===== config.mk =====
export PLATFORM = sky130hd
export DESIGN_NAME = bb3_window
export DESIGN_NICKNAME = d
export VERILOG_FILES = /design/src/rtl/core/bb3_pkg.sv /design/src/rtl/core/bb3_window.sv
export SDC_FILE = /design/constraint.sdc
export NUM_CORES = 1
export LEC_CHECK = 0
export ABC_AREA = 1
export BUFFER_PORTS_ARGS = -buffer_cell sky130_fd_sc_hd__buf_2
export CAP_MARGIN = 20
export CORE_ASPECT_RATIO = 1.5
export CORE_MARGIN = 1.5
export CORE_UTILIZATION = 40
export DETAILED_ROUTE_END_ITERATION = 6
export PLACE_DENSITY = 0.62
export RECOVER_POWER = 50
export SETUP_SLACK_MARGIN = 0.2
export SLEW_MARGIN = 20
export SYNTH_ARGS = -nofsm -noshare
export SYNTH_HDL_FRONTEND = slang
export SYNTH_SLANG_ARGS = --single-unit
export TNS_END_PERCENT = 30

===== constraint.sdc =====
create_clock -name i_clk -period 13.8 [get_ports i_clk]
set_clock_uncertainty 0.15 [all_clocks]
set_input_delay 0 -clock i_clk [delete_from_list [all_inputs] [get_ports i_clk]]
set_output_delay 0 -clock i_clk [all_outputs]
set_load 0.01 [all_outputs]

===== src/rtl/core/bb3_pkg.sv =====
`timescale 1ns / 1ps
`default_nettype none

package bb3_pkg;

    // Default sizing of the frame stores
    localparam int DEF_MAX_WIDTH  = 2048;
    localparam int DEF_MAX_HEIGHT = 4096;

    // Field widths
    localparam int CH_W           = 8;
    localparam int PIX_W          = 3 * CH_W;
    localparam int SUM_W          = 12;   // nine 8-bit samples
    localparam int FRAME_WIDTH_W  = 12;
    localparam int FRAME_HEIGHT_W = 13;

    // APB register file
    localparam int APB_ADDR_W = 3;
    localparam int APB_DATA_W = 32;
    localparam logic REG_FRAME_WIDTH  = 1'b0;
    localparam logic REG_FRAME_HEIGHT = 1'b1;

    localparam logic [FRAME_WIDTH_W-1:0]  RESET_FRAME_WIDTH  = 12'd640;
    localparam logic [FRAME_HEIGHT_W-1:0] RESET_FRAME_HEIGHT = 13'd480;

    // Reciprocals for divide by 3 and by 9, exact for sums below 2^12
    localparam int RECIP_W     = 15;
    localparam int RECIP_SHIFT = 16;
    localparam logic [RECIP_W-1:0] RECIP_3 = 15'd21846;
    localparam logic [RECIP_W-1:0] RECIP_9 = 15'd7282;

    typedef enum logic [1:0] {
        ST_IDLE,
        ST_UPDATE,
        ST_OUTPUT
    } t_state;

    typedef enum logic [2:0] {
        DIV_1,
        DIV_2,
        DIV_3,
        DIV_4,
        DIV_6,
        DIV_9
    } t_div;

    // Per-item control worked out when the beat is taken
    typedef struct packed {
        logic produced;
        logic last;
        logic top_out;
        logic bottom_out;
        logic left_out;
        logic right_out;
    } t_ctl;

    typedef struct packed {
        logic [SUM_W-1:0] red;
        logic [SUM_W-1:0] green;
        logic [SUM_W-1:0] blue;
    } t_rgb_sum;

    // Divisor from the number of in-frame rows and columns
    function automatic t_div div_code(input t_ctl ctl);
        logic [1:0] rows;
        logic [1:0] cols;
        t_div       d;
        rows = 2'd3 - 2'(ctl.top_out) - 2'(ctl.bottom_out);
        cols = 2'd3 - 2'(ctl.left_out) - 2'(ctl.right_out);
        unique case ({rows, cols})
            4'b0101: d = DIV_1;
            4'b0110, 4'b1001: d = DIV_2;
            4'b0111, 4'b1101: d = DIV_3;
            4'b1010: d = DIV_4;
            4'b1011, 4'b1110: d = DIV_6;
            4'b1111: d = DIV_9;
            default: d = DIV_1;
        endcase
        return d;
    endfunction

endpackage

`default_nettype wire


===== src/rtl/core/bb3_window.sv =====
`timescale 1ns / 1ps
`default_nettype none

module bb3_window (
    input  wire logic                     i_clk,
    input  wire logic                     i_rst_n,
    input  wire logic                     i_shift,
    input  wire logic [bb3_pkg::PIX_W-1:0] i_top,
    input  wire logic [bb3_pkg::PIX_W-1:0] i_mid,
    input  wire logic [bb3_pkg::PIX_W-1:0] i_pix,
    input  wire bb3_pkg::t_ctl            i_ctl,
    output bb3_pkg::t_rgb_sum             o_sum,
    output bb3_pkg::t_div                 o_div
);

    localparam int CW = bb3_pkg::CH_W;
    localparam int SW = bb3_pkg::SUM_W;

    logic [bb3_pkg::PIX_W-1:0] r_win [3][3];
    logic [bb3_pkg::PIX_W-1:0] n_win [3][3];
    bb3_pkg::t_rgb_sum         n_sum;

    // Shift the window left and add the new column, then sum the kept cells
    always_comb begin
        for (int i = 0; i < 3; i++) begin
            n_win[i][0] = r_win[i][1];
            n_win[i][1] = r_win[i][2];
        end
        n_win[0][2] = i_top;
        n_win[1][2] = i_mid;
        n_win[2][2] = i_pix;

        n_sum = '0;
        for (int i = 0; i < 3; i++) begin
            for (int j = 0; j < 3; j++) begin
                if (!((i == 0 && i_ctl.top_out) || (i == 2 && i_ctl.bottom_out) ||
                      (j == 0 && i_ctl.left_out) || (j == 2 && i_ctl.right_out))) begin
                    n_sum.red   = n_sum.red   + SW'(n_win[i][j][3*CW-1:2*CW]);
                    n_sum.green = n_sum.green + SW'(n_win[i][j][2*CW-1:CW]);
                    n_sum.blue  = n_sum.blue  + SW'(n_win[i][j][CW-1:0]);
                end
            end
        end
    end

    // Window cells
    always_ff @(posedge i_clk) begin
        if (!i_rst_n) begin
            for (int i = 0; i < 3; i++) begin
                for (int j = 0; j < 3; j++) begin
                    r_win[i][j] <= '0;
                end
            end
        end else if (i_shift) begin
            r_win <= n_win;
        end
    end

    // Sum and divisor register
    always_ff @(posedge i_clk) begin
        if (i_shift) begin
            o_sum <= n_sum;
            o_div <= bb3_pkg::div_code(i_ctl);
        end
    end

endmodule

`default_nettype wire


Word level (Yosys, flattened, before mapping)
Memory sizes are Yosys's and may differ from the RTL's. A register that Yosys moved wholly into a read port is not among the register bits. Index checks and enable logic that the tools add are counted.

Word-level logic and storage cells: 50. Memories kept: 1. Input port bits: 81. ROM bits: 48. Output and inout port bits: 39. Flip-flop bits (word level): 180.

Memory list: (no name shown) (words 16, width 3, rd ports 1, clocked after Yosys merged registers in 1, write ports 0, RTL line bb3_pkg.sv:70) `unique case ({rows, cols})`.

Reductions and logical operators: 4. Muxes and demuxes: 8. Add/subtract/negate cells: 28.

Operator list (number): 12-bit by 8-bit adder with 12-bit output (23); 36-bit two-way mux (7); 32-bit two-way mux (1); 8-bit by 8-bit adder with 9-bit output (1); 1-bit logical OR (4); 2-bit by 1-bit subtractor with 2-bit output (2); 2-bit by 1-bit subtractor with 2-bit output (first input constant) (2).

Depth between registers and ports, before layout
Gate-level depths: netlist of the first run.

Depth after elaboration: 17. Mapped depth: 60. Depth with buffers taken out: 57.

Least setup slack after synthesis of the first run
Ideal clock, no wire load.

Kind: input-to-reg. Start: input port i_ctl[3] (netlist bit). End: register o_sum[11] (netlist bit) (data pin). Data required time: 13397 ps. Stages: 51. Arrival: 8119 ps. Setup time: 253 ps. Setup slack: 5278 ps. Path buffers: 3. Path through: buf_6 > inv_6 > nand2_4 > clkbuf_1 > clkbuf_1 > nor2_1 > ha_1 > inv_1 > fa_1 > nor2_1 > fa_1 > o21ai_0 > fa_1 > or2_2 > o21ai_0 > inv_1 > fa_1 > fa_1 > (+15 left out) > ha_1 > nand2_1 > o21ai_0 > inv_1 > nor2_1 > nor2_1 > o21ai_0 > inv_1 > nor2_1 > inv_1 > a21oi_1 > nand3_1 > inv_1 > nand2_1 > inv_1 > nand2_1 > nor2_1 > nor2_1.

RTL lines: start, declared (RTL line bb3_window.sv:11) `input wire bb3_pkg::t_ctl i_ctl,`; end signal, assigned (RTL line bb3_window.sv:62) `o_sum <= n_sum;`; end, declared (RTL line bb3_window.sv:12) `output bb3_pkg::t_rgb_sum o_sum,`.

==> impl_metrics.py, run 1 <==
metrics = {
    "global_routing": {
        "overflow": 0,
        "grt_use_total_pct": 21.1,
        "antenna_found_initial": 0,
        "grt_start_max_net_pins": 97,
        "gr-usage-met2_pct": 40.4,
        "grt_use_met1_pct": 23.0,
        "grt_pass1_wl_um": 74800,
        "use_met3_pct": 2.29,
        "grt.busiest_layer": "met2",
        "grt_pass1_vias": 16300,
    },
    "cts": {
        "clkLatencyLatePin_ns": 0.46,
        "cts.sinks": 183,
        "cts_buffers": 17,
        "cts_resized": 0,
        "cts_htree_levels": 4,
        "path_clk_slew_ns": 0.07,
        "cts-root-buf": "clkbuf_16",
        "cts_setup_buffers": 0,
        "cts_hold_buf": 112,
        "clock_path_buffers": 2,
        "cts_tree": "done",
    },
    "pwr": {
        "internal-power_mw": 1.26,
        "p_total_mw": 2.11,
        "power_switching_share_pct": 40.4,
        "p_comb_share_pct": 46.5,
        "clkPwrFrac_pct": 23.5,
        "max-vdd-ir-drop_mv": 0.0972,
        "power_density_mw_per_mm2": 107,
        "seqPwrFrac_pct": 30.0,
        "power_switching_mw": 0.850,
        "p_leak_nw": 9.61,
    },
    "floorplanning": {
        "dieArea_mm2": 0.0437,
        "core-area_mm2": 0.0419,
        "num_rows": 92,
        "start_util_pct": 40.5,
        "die_w_um": 171,
        "ioPinCount": 120,
        "fp.dieH_um": 255,
    },
    "sta": {
        "slew_headroom_pct": -132,
        "grt_setup_unrepaired": "false",
        "setup_viol": 0,
        "fin_crit_sh_pct": 70.7,
        "worstMarginPinSlew_ns": 3.49,
        "drv_slew": 336,
        "setup_tns_ns": 0,
        "finalHoldViolations": 0,
        "finalCriticalPeriod_ns": 9.75,
        "fmax_ghz": 0.103,
    },
    "critical_path": {
        "crit_path_start_kind": "input port",
        "slowest_delay_ns": 0.54,
        "crit_type": "input port to register",
        "crit_path_end_kind": "register",
        "crit_slowest_cell": "fa_1",
        "worstPathRequired_ns": 13.86,
        "cp_common_cell": "o21ai_0",
        "crit_path_max_fanout": 50,
        "critPathArrivalTime_ns": 9.82,
    },
    "final_layout": {
        "diodes": 0,
        "syn_to_final_growth_pct": 15.9,
        "final_area_mm2": 0.0197,
        "num-fill-cells": 4267,
        "nets": 3037,
        "fin_util_pct": 46.9,
        "drive_gt1_share_pct": 8.33,
        "layout.cells.non_filler": 3314,
    },
    "yosys": {
        "ys.flop_type": "dfxtp_1",
        "syn_avg_cell_area_um2": 6.63,
        "ys_types": 51,
        "synth-seq-cells": 183,
        "ys_seq_area_share_pct": 23.9,
        "syn_inst": 2559,
        "yosys_warnings": 0,
        "syn_nets": 2859,
        "synthArstFlopShare_pct": 0,
        "synth_edf_count": 39,
        "netlist_area_mm2": 0.0170,
    },
    "worst_hold_path": {
        "holdCritPathClass": "input port to register",
    },
    "route": {
        "drc": 0,
        "detail-route-antenna-nets": 0,
        "firstDrtPassIters": 5,
        "vias": 16500,
        "routed_wl_um": 44800,
        "viasPerCell": 4.98,
        "drtIter0Drc": 637,
        "wl_per_cell_um": 13.5,
    },
    "place": {
        "io_buffers": 117,
        "dp.cells": 3170,
        "place_congestion": 0.859,
        "post-dp-hpwl_um": 33400,
        "placed_area_mm2": 0.0180,
    },
    "run": {
        "drv_cap": 6,
    },
    "status": {
        "outcome": "finished with violations",
        "violations": "capacitance limit, slew limit",
    },
}
-- cell usage in the layout (no fill, tap or decap), types with 5 or more instances in the layout --
master | Yosys | final
nand2_1 | 458 | 458
nor2_1 | 402 | 401
o21ai_0 | 321 | 321
inv_1 | 319 | 319
ha_1 | 195 | 195
a21oi_1 | 194 | 194
dfxtp_1 | 144 | 144
dlygate4sd3_1 | 0 | 112
nand3_1 | 78 | 78
buf_2 | 1 | 76
clkbuf_1 | 74 | 48
xor2_1 | 42 | 42
edfxtp_1 | 39 | 39
nand2_2 | 33 | 33
xnor2_1 | 29 | 29
fa_1 | 24 | 24
o31ai_1 | 20 | 20
inv_2 | 19 | 18
clkbuf_16 | 0 | 18
a31oi_1 | 15 | 15
nand3_2 | 15 | 15
nand4_1 | 14 | 14
nor2_2 | 11 | 12
or2_2 | 12 | 12
nor3_1 | 11 | 11
and2_1 | 10 | 10
buf_4 | 0 | 10
nand2_4 | 9 | 9
o21bai_1 | 7 | 7
o22ai_1 | 6 | 6
nand3b_1 | 5 | 5
o21ai_1 | 5 | 5
a21o_1 | 5 | 5
-- path summary, 6_finish.rpt --
path                end  depth (start not counted)        from  slack, ns
max reg2reg   o_sum[35]                         47  n_win[208]       4.34
min reg2reg  n_win[212]                          2  n_win[212]       0.31
max           o_sum[35]                         50    i_ctl[1]       4.05
min           n_win[39]                          4   i_pix[15]       0.18
-- critical path: cells and delay by family --
family | cells | cell delay [ns]
adder cells (fa/ha/maj) | 9 | 3.68
XOR/XNOR | 2 | 0.26
buffers and inverters | 10 | 1.26
AND/OR/NAND/NOR | 18 | 2.37
AO/OA/AOI/OAI | 11 | 2.19
-- metal layers --
| layer | wire length (µm) | vias to the layer above |
|---|---|---|
| li1 | - | 8727 |
| met1 | 19100 | 7493 |
| met2 | 22900 | 221 |
| met3 | 1060 | 61 |
| met4 | 1700 | 0 |
| met5 | 0 | - |
-- final cells by class --
class | count | area (µm²) | share of cell area, %
multi-input cells | 1954 | 11300 | 57.5
flip-flops and latches | 183 | 4050 | 20.6
inverters | 339 | 1280 | 6.50
repair buffers | 242 | 1740 | 8.86
clock inverters | 7 | 68.8 | 0.350
clock buffers | 25 | 500 | 2.55
well taps | 564 | 706 | 3.59
-- cell families (layout without fill, tap and decap cells) --
family | after synthesis | in the layout | synth area share, %
simple gates | 1072 | 1072 | 27.4
xor+xnor | 71 | 71 | 3.67
flops | 183 | 183 | 23.9
fa+ha+maj | 219 | 219 | 17.2
compound gates | 592 | 592 | 18.4
buf+inv | 422 | 613 | 9.42
-- registers in the layout, indices dropped and copies added, names as in the netlist --
signal  cells
o_div       3
o_sum      36
n_win     144
-- power groups by stage --
stage               clock, mW  combinational [mW]  sequential (mW)
finish                  0.495               0.978            0.632
global route            0.526                1.13            0.638
CTS                     0.507               0.984            0.631
detailed placement          0               0.951            0.643
global placement            0               0.919            0.642
floorplan                   0               0.716            0.652
-- synthesized netlist by cell type (12+ instances only) --
library cell / instances / share of area (%)
nand4_1: 14 / 0.52
o31ai_1: 20 / 0.89
nand3_1: 78 / 2.3
fa_1: 24 / 2.8
a21oi_1: 194 / 5.7
ha_1: 195 / 14
edfxtp_1: 39 / 6.9
clkbuf_1: 74 / 1.6
inv_1: 319 / 7.1
xnor2_1: 29 / 1.5
nor2_1: 402 / 8.9
inv_2: 19 / 0.42
a31oi_1: 15 / 0.55
nand2_2: 33 / 1.2
nand2_1: 458 / 10
xor2_1: 42 / 2.2
o21ai_0: 321 / 9.5
nand3_2: 15 / 0.89
dfxtp_1: 144 / 17
or2_2: 12 / 0.44
-- metrics by stage --
stage | worst slack (ns) | hold slack (ns)
floorplan | 5.28 | -0.0375
global placement | 3.92 | 0.0992
detailed placement | 3.64 | 0.0985
CTS | 4.14 | 0.159
global route | 3.24 | 0.193
finish | 4.05 | 0.184
Power figures use the tool's default switching activity.
==> run 2: changes to the inputs <==
Clock period 13.8 ns to 9.15 ns, I/O delays scaled along.
==> impl_metrics.py, run 2 (synthesized netlist as in run 1, its figures left out) <==
metrics = {
    "final_layout": {
        "drive_gt1_share_pct": 12.1,
        "syn_to_final_growth_pct": 19.3,
        "largest_reg_flops": 144,
        "diodes": 0,
        "final_area_mm2": 0.0202,
        "num-fill-cells": 4219,
        "nets": 3050,
        "final_cell_mix": "nand2_1 (456), nor2_1 (394), inv_1 (318)",
        "final_common_cell": "nand2_1",
    },
    "floorplanning": {
        "dieArea_mm2": 0.0437,
        "core-area_mm2": 0.0419,
        "start_util_pct": 40.5,
        "die_w_um": 171,
        "ioPinCount": 120,
        "num_rows": 92,
        "fp.dieH_um": 255,
    },
    "critical_path": {
        "crit_path_max_fanout": 4,
        "slowest_delay_ns": 0.49,
        "crit_path_end": "o_sum[35]",
        "cp_num_cells": 46,
        "crit_start": "n_win[208]",
        "rr_worst_depth": 46,
        "crit_path_start_kind": "register",
        "rrSetupSlack_ns": 0.70,
        "path_delay_family": "adder cells",
        "crit_slowest_cell": "fa_1",
        "cp_num_buf_inv": 8,
        "regToRegStartpoint": "n_win[208]",
        "cp_common_cell": "inv_1",
        "crit_path_end_kind": "register",
        "worstReg2RegEnd": "o_sum[35]",
        "crit_type": "register to register",
        "critPathArrivalTime_ns": 8.51,
        "worstPathRequired_ns": 9.21,
    },
    "place": {
        "post-dp-hpwl_um": 33500,
        "io_buffers": 117,
        "place_congestion": 0.858,
        "placed_area_mm2": 0.0181,
        "place_ws_ns": 0.193,
    },
    "sta": {
        "grt_setup_unrepaired": "true",
        "fmax_ghz": 0.118,
        "drv_slew": 217,
        "setup_viol": 0,
        "finalCriticalPeriod_ns": 8.45,
        "worstMarginPinSlew_ns": 4.07,
        "slew_headroom_pct": -171,
        "fin_crit_sh_pct": 92.3,
        "fin_hold_ws_ns": 0.116,
        "fin_ws_ns": 0.704,
        "finalHoldViolations": 0,
        "setup_tns_ns": 0,
    },
    "route": {
        "wl_per_cell_um": 13.7,
        "vias": 16700,
        "firstDrtPassIters": 5,
        "routed_wl_um": 45400,
        "detail-route-antenna-nets": 0,
        "drtIter0Drc": 649,
        "drc": 0,
        "viasPerCell": 5.02,
    },
    "pwr": {
        "max-vdd-ir-drop_mv": 0.150,
        "p_total_mw": 3.39,
        "power_switching_share_pct": 40.9,
        "power_switching_mw": 1.39,
        "p_leak_nw": 9.76,
        "seqPwrFrac_pct": 28.2,
        "p_comb_share_pct": 47.9,
        "power_density_mw_per_mm2": 167,
        "clkPwrFrac_pct": 23.9,
        "internal-power_mw": 2.00,
    },
    "global_routing": {
        "grt_start_max_net_pins": 96,
        "antenna_found_initial": 0,
        "grt_use_total_pct": 20.9,
        "grt_pass1_vias": 16000,
        "grt_pass1_wl_um": 73900,
        "overflow": 0,
    },
    "cts": {
        "cts_buffers": 17,
        "path_clk_slew_ns": 0.07,
        "clkLatencyLatePin_ns": 0.46,
        "cts.sinks": 183,
        "cts_tree": "done",
        "cts-root-buf": "clkbuf_16",
        "cts_htree_levels": 4,
        "clock_path_buffers": 2,
    },
    "worst_hold_path": {
        "holdCritPathClass": "input port to register",
    },
    "run": {
        "drv_cap": 3,
    },
    "status": {
        "violations": "capacitance limit, slew limit",
        "outcome": "finished with violations",
    },
}
-- run 2: per-layer routing --
metal | vias to the layer above | track usage, % | part of all wire [%]
li1 | 8745 | - | -
met1 | 7645 | 23.0 | 42
met2 | 253 | 39.9 | 51
met3 | 72 | 2.18 | 2.5
met4 | 0 | 9.45 | 3.9
met5 | - | 0 | 0
-- run 2: metrics by stage --
step / util [%] / instances
after global placement: 43.2 / 3179
after CTS: 47.2 / 3314
final: 48.3 / 3327
after floorplan: - / 2559
after global routing: 48.3 / 3327
after detailed placement: 43.2 / 3179
-- run 2: power groups by stage --
stage / sequential (mW) / clock, mW / combinational [mW]
CTS: 0.951 / 0.829 / 1.49
global route: 0.965 / 0.853 / 1.84
detailed placement: 0.969 / 0 / 1.44
global placement: 0.968 / 0 / 1.40
finish: 0.954 / 0.809 / 1.62
floorplan: 0.983 / 0 / 1.08
-- run 2: area by class of cell --
| type | count | area [µm²] | share of cell area, % |
|---|---|---|---|
| timing repair buffer | 255 | 1820 | 9.01 |
| clock inverter | 15 | 191 | 0.946 |
| tap | 564 | 706 | 3.49 |
| inverter | 339 | 1280 | 6.32 |
| clock buffer | 17 | 425 | 2.10 |
| multi-input combinational | 1954 | 11800 | 58.1 |
| sequential | 183 | 4050 | 20.0 |
-- run 2: what timing repair did --
action / 4_1_cts / 5_1_grt
buffers inserted: 0 / 13
hold buffers: 103 / 0
hold endpoints to repair: 148 / 0
endpoints found under the setup margin: 0 / 16
gates resized for setup: 0 / 138
-- run 2: worst min path at each step --
stage                end  cells past startpoint  slack, ns  startpoint
5_1_grt         o_div[2]                      3       0.15    i_ctl[3]
6_report        o_div[0]                      3       0.12    i_ctl[3]
2_1_floorplan   o_div[0]                      0      -0.04     i_shift
3_5_place_dp   n_win[35]                      3       0.10   i_pix[11]
4_1_cts         o_div[1]                      4       0.09    i_ctl[3]
3_3_place_gp   n_win[32]                      3       0.10    i_pix[8]
-- run 2: worst reg2reg max path: cells and delay by family (launching register included) --
family | cells | cell delay, ns
fa+ha+maj | 9 | 3.32
simple gates | 16 | 1.86
xor+xnor | 3 | 0.44
compound gates | 10 | 1.50
flops | 1 | 0.31
buf+inv | 8 | 0.62
